## config.mk

```make
export PLATFORM = sky130hd
export DESIGN_NAME = crtc_ctrl
export DESIGN_NICKNAME = d
export VERILOG_FILES = /design/src/rtl/crtc_pkg.sv /design/src/rtl/crtc_ctrl.sv
export SDC_FILE = /design/constraint.sdc
export NUM_CORES = 1
export LEC_CHECK = 0
export ABC_AREA = 1
export BUFFER_PORTS_ARGS = -buffer_cell sky130_fd_sc_hd__buf_2
export CORE_MARGIN = 2
export CORE_UTILIZATION = 45
export DETAILED_ROUTE_END_ITERATION = 8
export PLACE_DENSITY = 0.78
export SYNTH_ARGS = -nofsm -noshare
export SYNTH_HDL_FRONTEND = slang
export SYNTH_SLANG_ARGS = --single-unit
```

## constraint.sdc

```tcl
create_clock -name clk -period 2 [get_ports clk]
set_input_delay 0 -clock clk [delete_from_list [all_inputs] [get_ports clk]]
set_output_delay 0 -clock clk [all_outputs]
set_load 0.02 [all_outputs]
```

## src/rtl/crtc_pkg.sv

```systemverilog
// ----------------------------------------------------------------------------
// crtc_pkg
// Shared types and codes of the congruence combiner: status codes, datapath
// operations, controller states and the controller/datapath signal groups.
// ----------------------------------------------------------------------------
package crtc_pkg;

  localparam logic [1:0] ST_OK       = 2'd0;
  localparam logic [1:0] ST_INCOMPAT = 2'd1;
  localparam logic [1:0] ST_OVFL     = 2'd2;

  typedef enum logic [3:0] {
    OP_LOAD,  // latch the congruence, apply start
    OP_RED,   // r = residue mod m
    OP_RQ,    // diff = p - (r mod q) mod q, gcd init
    OP_GCD,   // one Euclid step on (ga, gb)
    OP_CHK,   // diff mod g, keep diff / g
    OP_NQ,    // n = q / g
    OP_LIM,   // limit / m, overflow test
    OP_QN,    // qn = n * m
    OP_MG,    // m / g
    OP_A0,    // (m / g) mod n, inverse init
    OP_DG,    // (diff / g) mod n
    OP_INVD,  // extended Euclid quotient step
    OP_INVM,  // extended Euclid coefficient update
    OP_K,     // k = dg * inv mod n
    OP_FIN    // p = r + m * k, q = qn
  } op_t;

  typedef enum logic [4:0] {
    S_IDLE = 5'b00001,
    S_DEC  = 5'b00010,
    S_GO   = 5'b00100,
    S_WAIT = 5'b01000,
    S_OUT  = 5'b10000
  } state_t;

  typedef struct packed {
    logic load;
    logic start;
    logic cap;
    op_t  op;
  } ctrl_cmd_t;

  typedef struct packed {
    logic done;
    logic st_nz;
    logic gb_zero;
    logic n_le1;
    logic r1_zero;
  } dp_stat_t;

  function automatic logic is_mm(op_t op);
    logic r;
    r = (op == OP_QN) || (op == OP_INVM) || (op == OP_K) || (op == OP_FIN);
    return r;
  endfunction

endpackage

```

## src/rtl/crtc_ctrl.sv

```systemverilog
// ----------------------------------------------------------------------------
// crtc_ctrl
// Sequencer: picks the next datapath operation, launches it, waits for it.
// ----------------------------------------------------------------------------
module crtc_ctrl
  import crtc_pkg::*;
(
  input  logic      clk,
  input  logic      rst_n,
  input  logic      in_valid,
  output logic      in_ready,
  output logic      out_valid,
  input  logic      out_ready,
  output ctrl_cmd_t cmd,
  input  dp_stat_t  stat
);
  state_t state_r, state_nxt;
  op_t    op_r, op_nxt, dec_op;
  logic   dec_out;

  always_comb begin
    dec_out = 1'b0;
    dec_op  = OP_RED;
    unique case (op_r) inside
      OP_LOAD: dec_op = OP_RED;
      OP_RED:  begin dec_out = stat.st_nz; dec_op = OP_RQ; end
      OP_RQ, OP_GCD: dec_op = stat.gb_zero ? OP_CHK : OP_GCD;
      OP_CHK:  begin dec_out = stat.st_nz; dec_op = OP_NQ; end
      OP_NQ:   dec_op = OP_LIM;
      OP_LIM:  begin dec_out = stat.st_nz; dec_op = OP_QN; end
      OP_QN:   dec_op = stat.n_le1 ? OP_FIN : OP_MG;
      OP_MG:   dec_op = OP_A0;
      OP_A0:   dec_op = OP_DG;
      OP_DG, OP_INVM: dec_op = stat.r1_zero ? OP_K : OP_INVD;
      OP_INVD: dec_op = OP_INVM;
      OP_K:    dec_op = OP_FIN;
      OP_FIN:  dec_out = 1'b1;
      default: dec_out = 1'b1;
    endcase
  end

  always_comb begin
    state_nxt = state_r;
    op_nxt    = op_r;
    unique case (state_r)
      S_IDLE: if (in_valid) begin
        state_nxt = S_DEC;
        op_nxt    = OP_LOAD;
      end
      S_DEC: begin
        if (dec_out) state_nxt = S_OUT;
        else begin
          state_nxt = S_GO;
          op_nxt    = dec_op;
        end
      end
      S_GO:   state_nxt = S_WAIT;
      S_WAIT: if (stat.done) state_nxt = S_DEC;
      S_OUT:  if (out_ready) state_nxt = S_IDLE;
      default: state_nxt = S_IDLE;
    endcase
  end

  always_ff @(posedge clk) begin
    if (!rst_n) begin
      state_r <= S_IDLE;
      op_r    <= OP_LOAD;
    end else begin
      state_r <= state_nxt;
      op_r    <= op_nxt;
    end
  end

  always_comb begin
    cmd.load  = (state_r == S_IDLE) && in_valid;
    cmd.start = state_r == S_GO;
    cmd.cap   = (state_r == S_WAIT) && stat.done;
    cmd.op    = op_r;
  end

  assign in_ready  = state_r == S_IDLE;
  assign out_valid = state_r == S_OUT;

  assert property (@(posedge clk) disable iff (!rst_n) cmd.start |=> state_r == S_WAIT)
    else $error("launch not followed by wait");
  assert property (@(posedge clk) disable iff (!rst_n)
    (out_valid && out_ready) |=> in_ready)
    else $error("result transfer did not return to idle");
endmodule
```

# After elaboration in Yosys (flattened, before gate mapping)

Index checks and enable logic that the tools add are counted.
Widths: inputs -> output; s select.

Eq/ne operators: 22
Multiplexer cells: 13
Reduce and logical (&&, ||, !) cells: 10

Operators with widths:

| operator           | count |
|---|---|
| $pmux 4 s11        | 1 |
| $pmux 5 s5         | 1 |
| $eq 4x4->1 const B | 6 |
| $mux 5             | 4 |
| $eq 4x3->1 const B | 4 |
| $reduce_or 11->1   | 1 |
| $mux 3             | 3 |
| $eq 4x2->1 const B | 2 |
| $mux 4             | 2 |
| $pmux 4 s2         | 1 |
| $ne 2x2->1 const B | 3 |
| $reduce_and 3->1   | 2 |
| $eq 5x1->1 const B | 1 |
| $eq 5x2->1 const B | 1 |
| $eq 5x3->1 const B | 1 |
| $eq 5x4->1 const B | 1 |
| $eq 5x5->1 const B | 1 |
| $eq 4x1->1 const B | 1 |
| $logic_not 4->1    | 1 |
| $reduce_or 2->1    | 2 |
| $reduce_or 3->1    | 1 |
| $logic_and 1x1->1  | 2 |
| $ne 2x1->1 const B | 1 |
| $pmux 1 s2         | 1 |
| $reduce_bool 2->1  | 1 |

Input port bits: 9
Register bits: 9
Output and inout port bits: 9

# Logic depth before layout (Yosys ltp)

Gate-level depths: netlist (run 1).

Word-level depth: 5
Mapped depth: 11

# Worst setup path before layout (run 1)

No wires, ideal clock.

Path kind: reg2reg
Start point: reg op_r[2]
End point: reg op_r[0]
Required time: 1.887 ns
Data arrival time: 1.218 ns
Period minus slack after synthesis: 1.331 ns
Setup slack: 0.669 ns
Stages on the path, launching flop included: 11
Path through: dfxtp_1 -> buf_6 -> nor2_2 -> nand2_1 -> nand2_2 -> nand2_2 -> nand2_4 -> a21oi_2 -> nand2_1 -> nand2_1 -> nor2_1

Word-level cells in the longest chain between the ends: 5
Elaborated cells on any way between the ends: 24
Classes of those cells: eq/ne: 14; mux: 4; reduce/logical: 6

Ends and longest elaborated chain:

| element                                                         | line            | RTL |
|---|---|---|
| start, declared                                                 | crtc_ctrl.sv:18 | `op_t op_r, op_nxt, dec_op;` |
| start signal, assigned                                          | crtc_ctrl.sv:70 | `op_r <= op_nxt;` |
| $eq 4x2->1 (no source line) (tied with other cells)             | -               |  |
| $reduce_or 11->1 (no source line) (tied with other cells)       | -               |  |
| $pmux 1 s2 or $pmux 4 s11 (tied branches)                       | crtc_ctrl.sv:24 | `unique case (op_r) inside` |
| $ne 2x2->1 (no source line) or $mux 4 (tied branches)           | -               |  |
| $reduce_and 3->1 (no source line) or $pmux 4 s2 (tied branches) | -               |  |

Several ways; a longest one is shown, not always the timed one. The select of a mux whose other input is x is not followed.
A chain may end at the register's enable or synchronous reset.

# Worst setup path in the final report (run 1)

Start point: reg op_r[1]
End point: reg op_r[1]

Same word-level chain as after synthesis.

==> impl_metrics.yaml, run 1 <==
outcome:
  status: "completed"
setup_path:
  crit_fanout: 10
  crit_path_start: "op_r[1]$_SDFFE_PN0P_"
  r2r_slack_ns: 0.55
  r2r_start: "op_r[1]$_SDFFE_PN0P_"
  rr_endpoint: "op_r[1]$_SDFFE_PN0P_"
  worstPathRequired_ns: 2.16
  crit_type: "reg -> reg"
  start_kind: "register"
  crit_path_end_kind: "register"
  cp.arrival_ns: 1.60
  reg2regPathDepth: 9
floorplan:
  io_pins: 18
  die-width_um: 44.57
  core_area_sq_mm: 0.001524
  start_util_pct: 48.60
  fp-row-count: 14
  die-area_sq_mm: 0.001986
  die_h_um: 44.57
logic_synthesis:
  synth_compound_gate_area_share_pct: 7.095
  seq_area_frac_synth_pct: 24.32
  synthMuxAreaShare_pct: 0
  syn_nets: 135
  synth_area_per_cell_sq_um: 5.879
  synth-simple-area-share_pct: 54.73
  yosysUniqueCellTypes: 23
  ys_warn_count: 0
  yosysTopAreaCell: "dfxtp_1"
  synth_top_family_by_area: "simple AND/OR/NAND/NOR gates"
  synth_top_area_share_pct: 24.32
  synth_area_leaders: "dfxtp_1, nand2_1, nor2_1, inv_1, nand2_2"
  ys_ff_latch: 9
  synth-xor-area-share_pct: 0
  synth_fa_ha_area_share_pct: 0
  netlist_area_sq_um: 740.7
  synthCells: 126
route:
  vias_per_cell: 4.988
  drt_iter0_markers: 13
  post_drt_wl_per_cell_um: 10.11
  dr_total_vias: 803
  drc_errors: 0
  drtPass1Iterations: 4
  ant_nets: 0
  wl_um: 1628
hold_path:
  holdCritPathClass: "in -> reg"
  holdPathStages: 2
  min_from: "rst_n"
  holdPathEnd: "state_r[0]$_SDFFE_PN1P_"
clock_network:
  cts.sinks: 9
  cts_resized: 0
  cts_tree: "done"
  insertion_delay_ns: 0.26
  cts_hold_buf: 0
  clk_pin_slew_ns: 0.06
  postCtsSetupBuffers: 0
  clockRootBuffer: "clkbuf_4"
  cts_buffer_depth: 2
  h-tree-depth: 1
  numCtsBuffers: 3
pwr:
  p_leak_nw: 0.4909
  p_int_uw: 437.8
  switchingPower_uw: 394.0
  switching_share_pct: 47.37
  p_per_area_mw_per_mm2: 974.7
  p_comb_share_pct: 51.8
  pwr-share-seq_pct: 32.0
  clockPowerShare_pct: 16.3
  ir_drop_mv: 0.3903
final_layout:
  drive_gt1_share_pct: 31.03
  area_delta_synth_final_pct: 15.20
  final_area_sq_um: 853.3
  layout.nets: 155
  num_antenna_cells: 0
  fillers: 151
  layoutNonFillerInstCount: 161
sta:
  fin_skew_ns: 0.001597
  rsz0062_at_grt: "false"
  tightest_slew_ns: 0.4345
  finalCritPeriodShare_pct: 72.41
  maxSlewHeadroom_pct: 70.99
  drv_slew: 0
  hold_viol_final: 0
  setup_tns_ns: 0
  fmax_mhz: 690.5
  finalCriticalPeriod_ns: 1.448
  finalSetupViolations: 0
placement:
  io_buffers: 17
  routabilityCongestion: 0.9655
  placed_area_sq_um: 827.0
  dp.cells: 157
  hpwlAfterDp_um: 1359
global_routing:
  grt_max_degree: 11
  grt_antenna_before_repair: 0
  grtUsageTotal_pct: 19.73
  grt_pass1_wl_um: 2918
  grt_overflow_total: 0
  grt_pass1_vias: 750
run:
  cap_violations: 0
## critical path, cell delays in order (launching register included)
cell	delay (ns)
dfxtp_1	0.58
nand2_1	0.19
nor2_1	0.12
nor2_1	0.06
inv_1	0.05
nand3_1	0.06
nor2_1	0.09
nor2_1	0.05
nor2_1	0.11
nor2_2	0.04
## cells in the final DEF, fill, tap and decap left out
master     n
clkinv_1   1
a21oi_2    2
dfxtp_1    9
buf_2     17
clkbuf_1   1
inv_1     13
o21ai_0    1
nor2_1    28
a21oi_1    3
nand3_1    6
nor4_1     1
a211oi_1   1
nand3_2    2
inv_2      7
nand4_1    2
nand4_2    1
nand2_1   33
clkbuf_4   3
clkinv_2   1
nand2_2    6
nand2_4    2
nor2_2     2
nor2_4     2
o211ai_1   1
## routing by layer
| metal | wire (um) | GRT usage, % |
|---|---|---|
| met3 | 88 | 2.449 |
| met5 | 0 | 0 |
| met4 | 55 | 10.91 |
| met2 | 831 | 35.36 |
| met1 | 653 | 22.17 |
## final cells by class
cell class | count | area [sq um] | share of cell area (%)
Timing Repair Buffer | 17 | 85.08 | 9.971
Sequential cell | 9 | 180.2 | 21.11
Tap cell | 16 | 20.02 | 2.346
Clock buffer | 4 | 26.28 | 3.079
Inverter | 22 | 83.83 | 9.824
Multi-Input combinational cell | 93 | 457.9 | 53.67
## cells in the mapped netlist, drive strengths merged
cell,instances
nand2,41
nor2,32
inv,20
dfxtp,9
nand3,8
a21oi,5
nand4,3
buf,2
clkinv,2
a211oi,1
nor4,1
o211ai,1
o21ai,1
## registers in the layout, summed over array words and instances (netlist names)
signal,cells
state_r,5
op_r,4
## stage by stage
stage / util [%] / total power, mW / setup slack, ns / hold WS, ns
2_1_floorplan: - / 0.6188 / 0.6690 / 0.09917
5_1_grt: 55.99 / 0.9080 / 0.3577 / 0.01725
6_report: 55.99 / 0.8318 / 0.5518 / 0.003647
4_1_cts: 55.99 / 0.8361 / 0.5476 / 0.005423
3_3_place_gp: 54.27 / 0.6901 / 0.5862 / 0.2709
3_5_place_dp: 54.27 / 0.7001 / 0.5512 / 0.2719
## power by group through the flow
stage	Clock, mW	Sequential [mW]	Combinational, mW
final	0.135	0.266	0.430
after CTS	0.139	0.265	0.432
after detailed placement	0	0.269	0.431
after global routing	0.147	0.273	0.488
after global placement	0	0.266	0.424
after floorplan	0	0.256	0.363
## worst max path at each step
stage	end	slack [ns]	cells after the start
finish	op_r[1]$_SDFFE_PN0P_	0.55	9
global route	op_r[1]$_SDFFE_PN0P_	0.36	9
CTS	op_r[1]$_SDFFE_PN0P_	0.55	9
detailed placement	op_r[1]$_SDFFE_PN0P_	0.55	9
global placement	op_r[1]$_SDFFE_PN0P_	0.59	9
floorplan	op_r[0]$_SDFFE_PN0P_	0.67	10
## cells by family after synthesis
family | after synthesis
AND/OR/NAND/NOR | 85
buffers and inverters | 24
flip-flops | 9
AO/OA/AOI/OAI | 8
Power figures use the tool's default switching activity.
==> inputs of run 2 (changes only) <==
- ABC_AREA: 1 -> 0
- PLACE_DENSITY: 0.78 -> 0.79
- clock period: 2 -> 1.5 ns (I/O delays scaled with it)
==> run 2 against run 1 <==
Net effect: clock-buffer cell count unchanged; sequential cell count unchanged; clock power up 48%; critical path type is now reg -> out; global-route usage up 7.0 points; sequential power down 6%; the flow now finishes with violations (setup timing); final cell count down 8.7%.
==> impl_metrics.yaml, run 2 <==
outcome:
  status: "finished, violations left"
  violations: "setup timing"
sta:
  fin_skew_ns: 0.004645
  rsz0062_at_grt: "true"
  maxSlewHeadroom_pct: 76.03
  setup_ws_ns: -0.1334
  tightest_slew_ns: 0.3592
  finalSetupViolations: 10
  finalCritPeriodShare_pct: 108.9
  fmax_mhz: 612.2
  hold_viol_final: 0
  drv_slew: 0
  finalCriticalPeriod_ns: 1.633
setup_path:
  crit_fanout: 3
  r2r_start: "state_r[3]$_SDFFE_PN0P_"
  r2r_slack_ns: -0.13
  crit_path_start: "state_r[1]$_SDFFE_PN0P_"
  reg2regPathDepth: 5
  start_kind: "register"
  worstPathRequired_ns: 1.50
  rr_endpoint: "op_r[2]$_SDFFE_PN0P_"
  crit_path_end_kind: "output port"
  crit_type: "reg -> out"
  cp.arrival_ns: 1.63
logic_synthesis:
  synthMuxAreaShare_pct: 0
  synth_area_per_cell_sq_um: 7.704
  synth_compound_gate_area_share_pct: 31.02
  yosysTopAreaCell: "dfxtp_1"
  netlist_area_sq_um: 685.7
  synth_edf_count: 0
  seq_area_frac_synth_pct: 26.28
  synth_top_family_by_area: "compound AO/OA/AOI/OAI gates"
  synth_top_area_share_pct: 26.28
  ys_warn_count: 0
  synthCells: 89
  yosysMostFrequentCell: "inv_1"
  synth_area_leaders: "dfxtp_1, a21oi_1, inv_1, o21ai_0, clkbuf_8"
  synth_fa_ha_area_share_pct: 0
  synthTopCellsByCount: "inv_1, dfxtp_1, a21oi_1, nand2_1, nor2_1"
  synthFlopType: "dfxtp_1"
  synth-xor-area-share_pct: 0
  synthArstFlopShare_pct: 0
  synth-simple-area-share_pct: 30.47
  syn_nets: 98
  ys_ff_latch: 9
  yosysUniqueCellTypes: 36
hold_path:
  holdPathStages: 2
  holdPathEnd: "state_r[0]$_SDFFE_PN1P_"
  holdCritPathClass: "in -> reg"
  min_from: "in_valid"
clock_network:
  cts_tree: "done"
  cts.sinks: 9
  cts_buffer_depth: 2
  clk_pin_slew_ns: 0.06
  numCtsBuffers: 3
  insertion_delay_ns: 0.27
  clockRootBuffer: "clkbuf_4"
  h-tree-depth: 1
route:
  post_drt_wl_per_cell_um: 17.02
  drt_iter0_markers: 47
  wl_met1_um: 983
  drtPass1Iterations: 4
  vias_per_cell: 6.150
  drc_errors: 0
  ant_nets: 0
  dr_wl_met2_um: 1187
  dr_total_vias: 904
  routed.top_layer: "met4"
  wl_um: 2502
  route.met3.wl_um: 160
placement:
  placed_area_sq_um: 888.4
  io_buffers: 17
  routabilityCongestion: 0.8160
  hpwlAfterDp_um: 1444
global_routing:
  grt_max_degree: 14
  grtUsageTotal_pct: 26.75
  grt_antenna_before_repair: 0
  grt_pass1_wl_um: 3629
  grt_overflow_total: 0
  grt_pass1_vias: 800
floorplan:
  start_util_pct: 46.60
  die-area_sq_mm: 0.001852
  die-width_um: 43.04
  die_h_um: 43.04
  fp-row-count: 14
  core_area_sq_mm: 0.001471
  io_pins: 18
final_layout:
  layout_commonest_cell: "buf_4"
  drive_gt1_share_pct: 52.67
  final_area_sq_mm: 0.001082
  area_delta_synth_final_pct: 57.85
  num_antenna_cells: 0
  layout.nets: 141
  reg_top3: "state_r x5, op_r x4"
  regMostFlops: "state_r"
  final_cell_mix: "buf_4, buf_2, inv_1"
  largest_register_ffs: 5
pwr:
  p_per_area_mw_per_mm2: 620.7
  ir_drop_mv: 0.5710
  p_leak_nw: 0.4548
  total_power_uw: 671.8
run:
  cap_violations: 0
[run 2: cell types whose count changed after synthesis, moves of 3 or more]
cell     previous run  this run
nand2_1            33         7
nor2_1             28         7
inv_2               7         0
nand2_2             6         0
a21oi_1             3         8
o21ai_0             1         6
nor3_1              0         4
inv_1              13        10
nand3_1             6         3
[run 2: critical path: stages (launching register included)]
cell and delay, ns:
dfxtp_2 0.34, or2_4 0.23, or4_4 0.44, buf_6 0.14, nor2_2 0.08, buf_4 0.14
[run 2: power breakdown]
| part | leakage, nW | switching, mW | internal [mW] |
|---|---|---|---|
| sequential | 0.0757 | 0.00582 | 0.244 |
| clock | 0.0150 | 0.0969 | 0.103 |
| combinational | 0.364 | 0.106 | 0.116 |
[run 2: area by class of cell]
class / instances / area [sq um]
clock buffers: 4 / 26.28
fillers: 112 / 389.1
inverters: 10 / 40.04
multi-input cells: 66 / 485.5
flip-flops and latches: 9 / 192.7
well taps: 16 / 20.02
repair buffers: 42 / 317.8
[run 2: how the worst max path moves through the flow]
stage                                    to  cells after the start  slack (ns)
floorplan              op_r[2]$_SDFFE_PN0P_                      5       -0.09
global route                         cmd[4]                      5       -0.19
finish                               cmd[4]                      5       -0.13
detailed placement  state_r[0]$_SDFFE_PN1P_                      4       -0.11
CTS                                  cmd[4]                      5       -0.12
global placement    state_r[0]$_SDFFE_PN1P_                      4       -0.09
[run 2: per-stage QoR]
step           hold WS (ns)  cells  setup TNS (ns)  util (%)  setup WS (ns)
2_1_floorplan       0.07862     89         -0.1840         -       -0.09090
3_3_place_gp         0.1958    135         -0.1551     60.37       -0.08556
3_5_place_dp         0.2037    135         -0.3542     60.37        -0.1082
4_1_cts            0.009444    142         -0.3500     67.26        -0.1209
5_1_grt             0.03791    147          -1.247     73.55        -0.1883
6_report            0.02894    147         -0.7775     73.55        -0.1334
[run 2: metal layers]
metal	up-vias	track usage, %
li1	413	-
met1	420	31.77
met2	50	43.33
met3	21	8.085
met4	0	13.33
met5	-	0
[run 2: kinds of logic after synthesis]
group | after synthesis
flops | 9
compound gates | 30
simple gates | 36
buf+inv | 14
[run 2: repair_timing]
item / CTS / global route
endpoints found under the setup margin: 9 / 10
gates cloned: 0 / 0
endpoints found under the hold margin: 1 / 0
resized for setup: 15 / 17
buffers inserted: 3 / 5
hold buffers: 1 / 0
pin swaps: 8 / 6
==> inputs of run 3 (changes only) <==
- SETUP_SLACK_MARGIN: default -> 0.5
==> run 3 against run 2 <==
Net effect: die area stayed put; sequential cell count stayed put; largest power group is now combinational logic; first-iteration DRC count stayed put; worst hold slack better by 0.0017 ns; sequential power hardly changed; global-route usage is 1.0 points higher; via count is 0.11% lower; the flow still finishes with violations (setup timing); clock-buffer cell count stayed put; power is 8.2% higher; non-clock buffer count is 6 higher; combinational power is 25% higher.
==> impl_metrics.yaml, run 3 (same netlist as run 2, synthesis figures left out) <==
outcome:
  status: "finished, violations left"
  violations: "setup timing"
route:
  drtPass1Iterations: 5
  drc_errors: 0
  dr_total_vias: 903
  drt_iter0_markers: 47
  post_drt_wl_per_cell_um: 16.02
  wl_um: 2451
  vias_per_cell: 5.902
  ant_nets: 0
floorplan:
  die-width_um: 43.04
  start_util_pct: 46.60
  die_h_um: 43.04
  core_area_sq_mm: 0.001471
  fp-row-count: 14
  die-area_sq_mm: 0.001852
  io_pins: 18
pwr:
  p_comb_share_pct: 38.3
  p_int_uw: 499.0
  pwr-share-seq_pct: 34.1
  ir_drop_mv: 0.5822
  p_per_area_mw_per_mm2: 603.6
  switchingPower_uw: 227.5
  total_power_uw: 726.6
  clockPowerShare_pct: 27.7
  p_leak_nw: 0.5026
  switching_share_pct: 31.32
placement:
  hpwlAfterDp_um: 1360
  dp.cells: 134
  placed_area_sq_um: 907.1
  routabilityCongestion: 0.7861
  io_buffers: 17
global_routing:
  grt_max_degree: 14
  grtUsageTotal_pct: 27.76
  grt_overflow_total: 0
  grt_pass1_wl_um: 3781
  grt_pass1_vias: 857
  grt_antenna_before_repair: 0
setup_path:
  r2r_slack_ns: -0.18
  crit_path_start: "state_r[3]$_SDFFE_PN0P_"
  crit_fanout: 4
  crit_type: "reg -> reg"
  crit_path_end_kind: "register"
  start_kind: "register"
  worstPathRequired_ns: 1.70
  reg2regPathDepth: 5
  rr_endpoint: "op_r[2]$_SDFFE_PN0P_"
  cp.arrival_ns: 1.88
  r2r_start: "state_r[3]$_SDFFE_PN0P_"
final_layout:
  layoutNonFillerInstCount: 153
  final_area_sq_mm: 0.001204
  num_antenna_cells: 0
  regMostFlops: "state_r"
  final_cell_mix: "buf_4, buf_6, buf_2"
  reg_top3: "state_r x5, op_r x4"
  layout.nets: 147
  area_delta_synth_final_pct: 75.55
  drive_gt1_share_pct: 58.39
  layout_commonest_cell: "buf_4"
  largest_register_ffs: 5
clock_network:
  insertion_delay_ns: 0.27
  cts_tree: "done"
  h-tree-depth: 1
  clockRootBuffer: "clkbuf_4"
  cts.sinks: 9
  clk_pin_slew_ns: 0.07
  numCtsBuffers: 3
  cts_buffer_depth: 2
sta:
  finalCriticalPeriod_ns: 1.678
  drv_slew: 0
  fin_hold_ws_ns: 0.03069
  setup_ws_ns: -0.1785
  hold_viol_final: 0
  finalSetupViolations: 10
  fmax_mhz: 595.8
  fin_skew_ns: 0.001096
  tightest_slew_ns: 0.4333
  setup_tns_ns: -0.7752
  rsz0062_at_grt: "true"
  finalCritPeriodShare_pct: 111.9
  maxSlewHeadroom_pct: 71.08
run:
  cap_violations: 0
hold_path:
  min_from: "in_valid"
  holdCritPathClass: "in -> reg"
  holdPathEnd: "state_r[0]$_SDFFE_PN1P_"
  holdPathStages: 2
[run 3: metrics by stage]
step           util, %  setup WS [ns]
3_3_place_gp     61.65       -0.03026
5_1_grt          81.80        -0.2412
2_1_floorplan        -       -0.08951
6_report         81.80        -0.1785
3_5_place_dp     61.65       -0.08693
4_1_cts          76.87       -0.08869
[run 3: timing repair]
item | 4_1_cts | 5_1_grt
hold endpoints to repair | 1 | 0
endpoints found under the setup margin | 14 | 16
pin swaps | 9 | 6
gates resized for setup | 29 | 11
hold buffers | 1 | 0
buffers inserted | 10 | 4
[run 3: final cells by class]
type,count,area [sq um]
repair buffers,48,389.1
fillers,85,267.8
well taps,16,20.02
inverters,10,40.04
clock buffers,4,26.28
flip-flops and latches,9,192.7
multi-input cells,66,535.5
[run 3: routing by layer]
metal / vias to the layer above / GRT usage, % / part of all wire [%]
met3: 12 / 6.383 / 6.2
met5: - / 0 / 0
met2: 45 / 50.61 / 51
met4: 0 / 9.697 / 2.2
met1: 422 / 31.15 / 41
li1: 424 / - / -
[run 3: worst max-delay path, cell delays in order, from the launching register on]
cell,delay [ns]
dfxtp_2,0.34
nor3_4,0.26
nand3b_4,0.11
a221o_1,0.35
a2111o_1,0.43
a21oi_2,0.12
[run 3: worst max path at each step]
stage,endpoint,depth (start not counted)
after floorplan,op_r[2]$_SDFFE_PN0P_,5
after global routing,op_r[2]$_SDFFE_PN0P_,5
after detailed placement,op_r[1]$_SDFFE_PN0P_,5
final,op_r[2]$_SDFFE_PN0P_,5
after global placement,op_r[2]$_SDFFE_PN0P_,5
after CTS,cmd[4],5
[run 3: power groups by stage]
stage               Combinational (mW)  Clock, mW  Sequential [mW]
finish                           0.278      0.201            0.248
global route                     0.293      0.223            0.249
CTS                              0.233      0.197            0.250
detailed placement               0.152          0            0.254
global placement                 0.150          0            0.254
floorplan                       0.0889          0            0.257
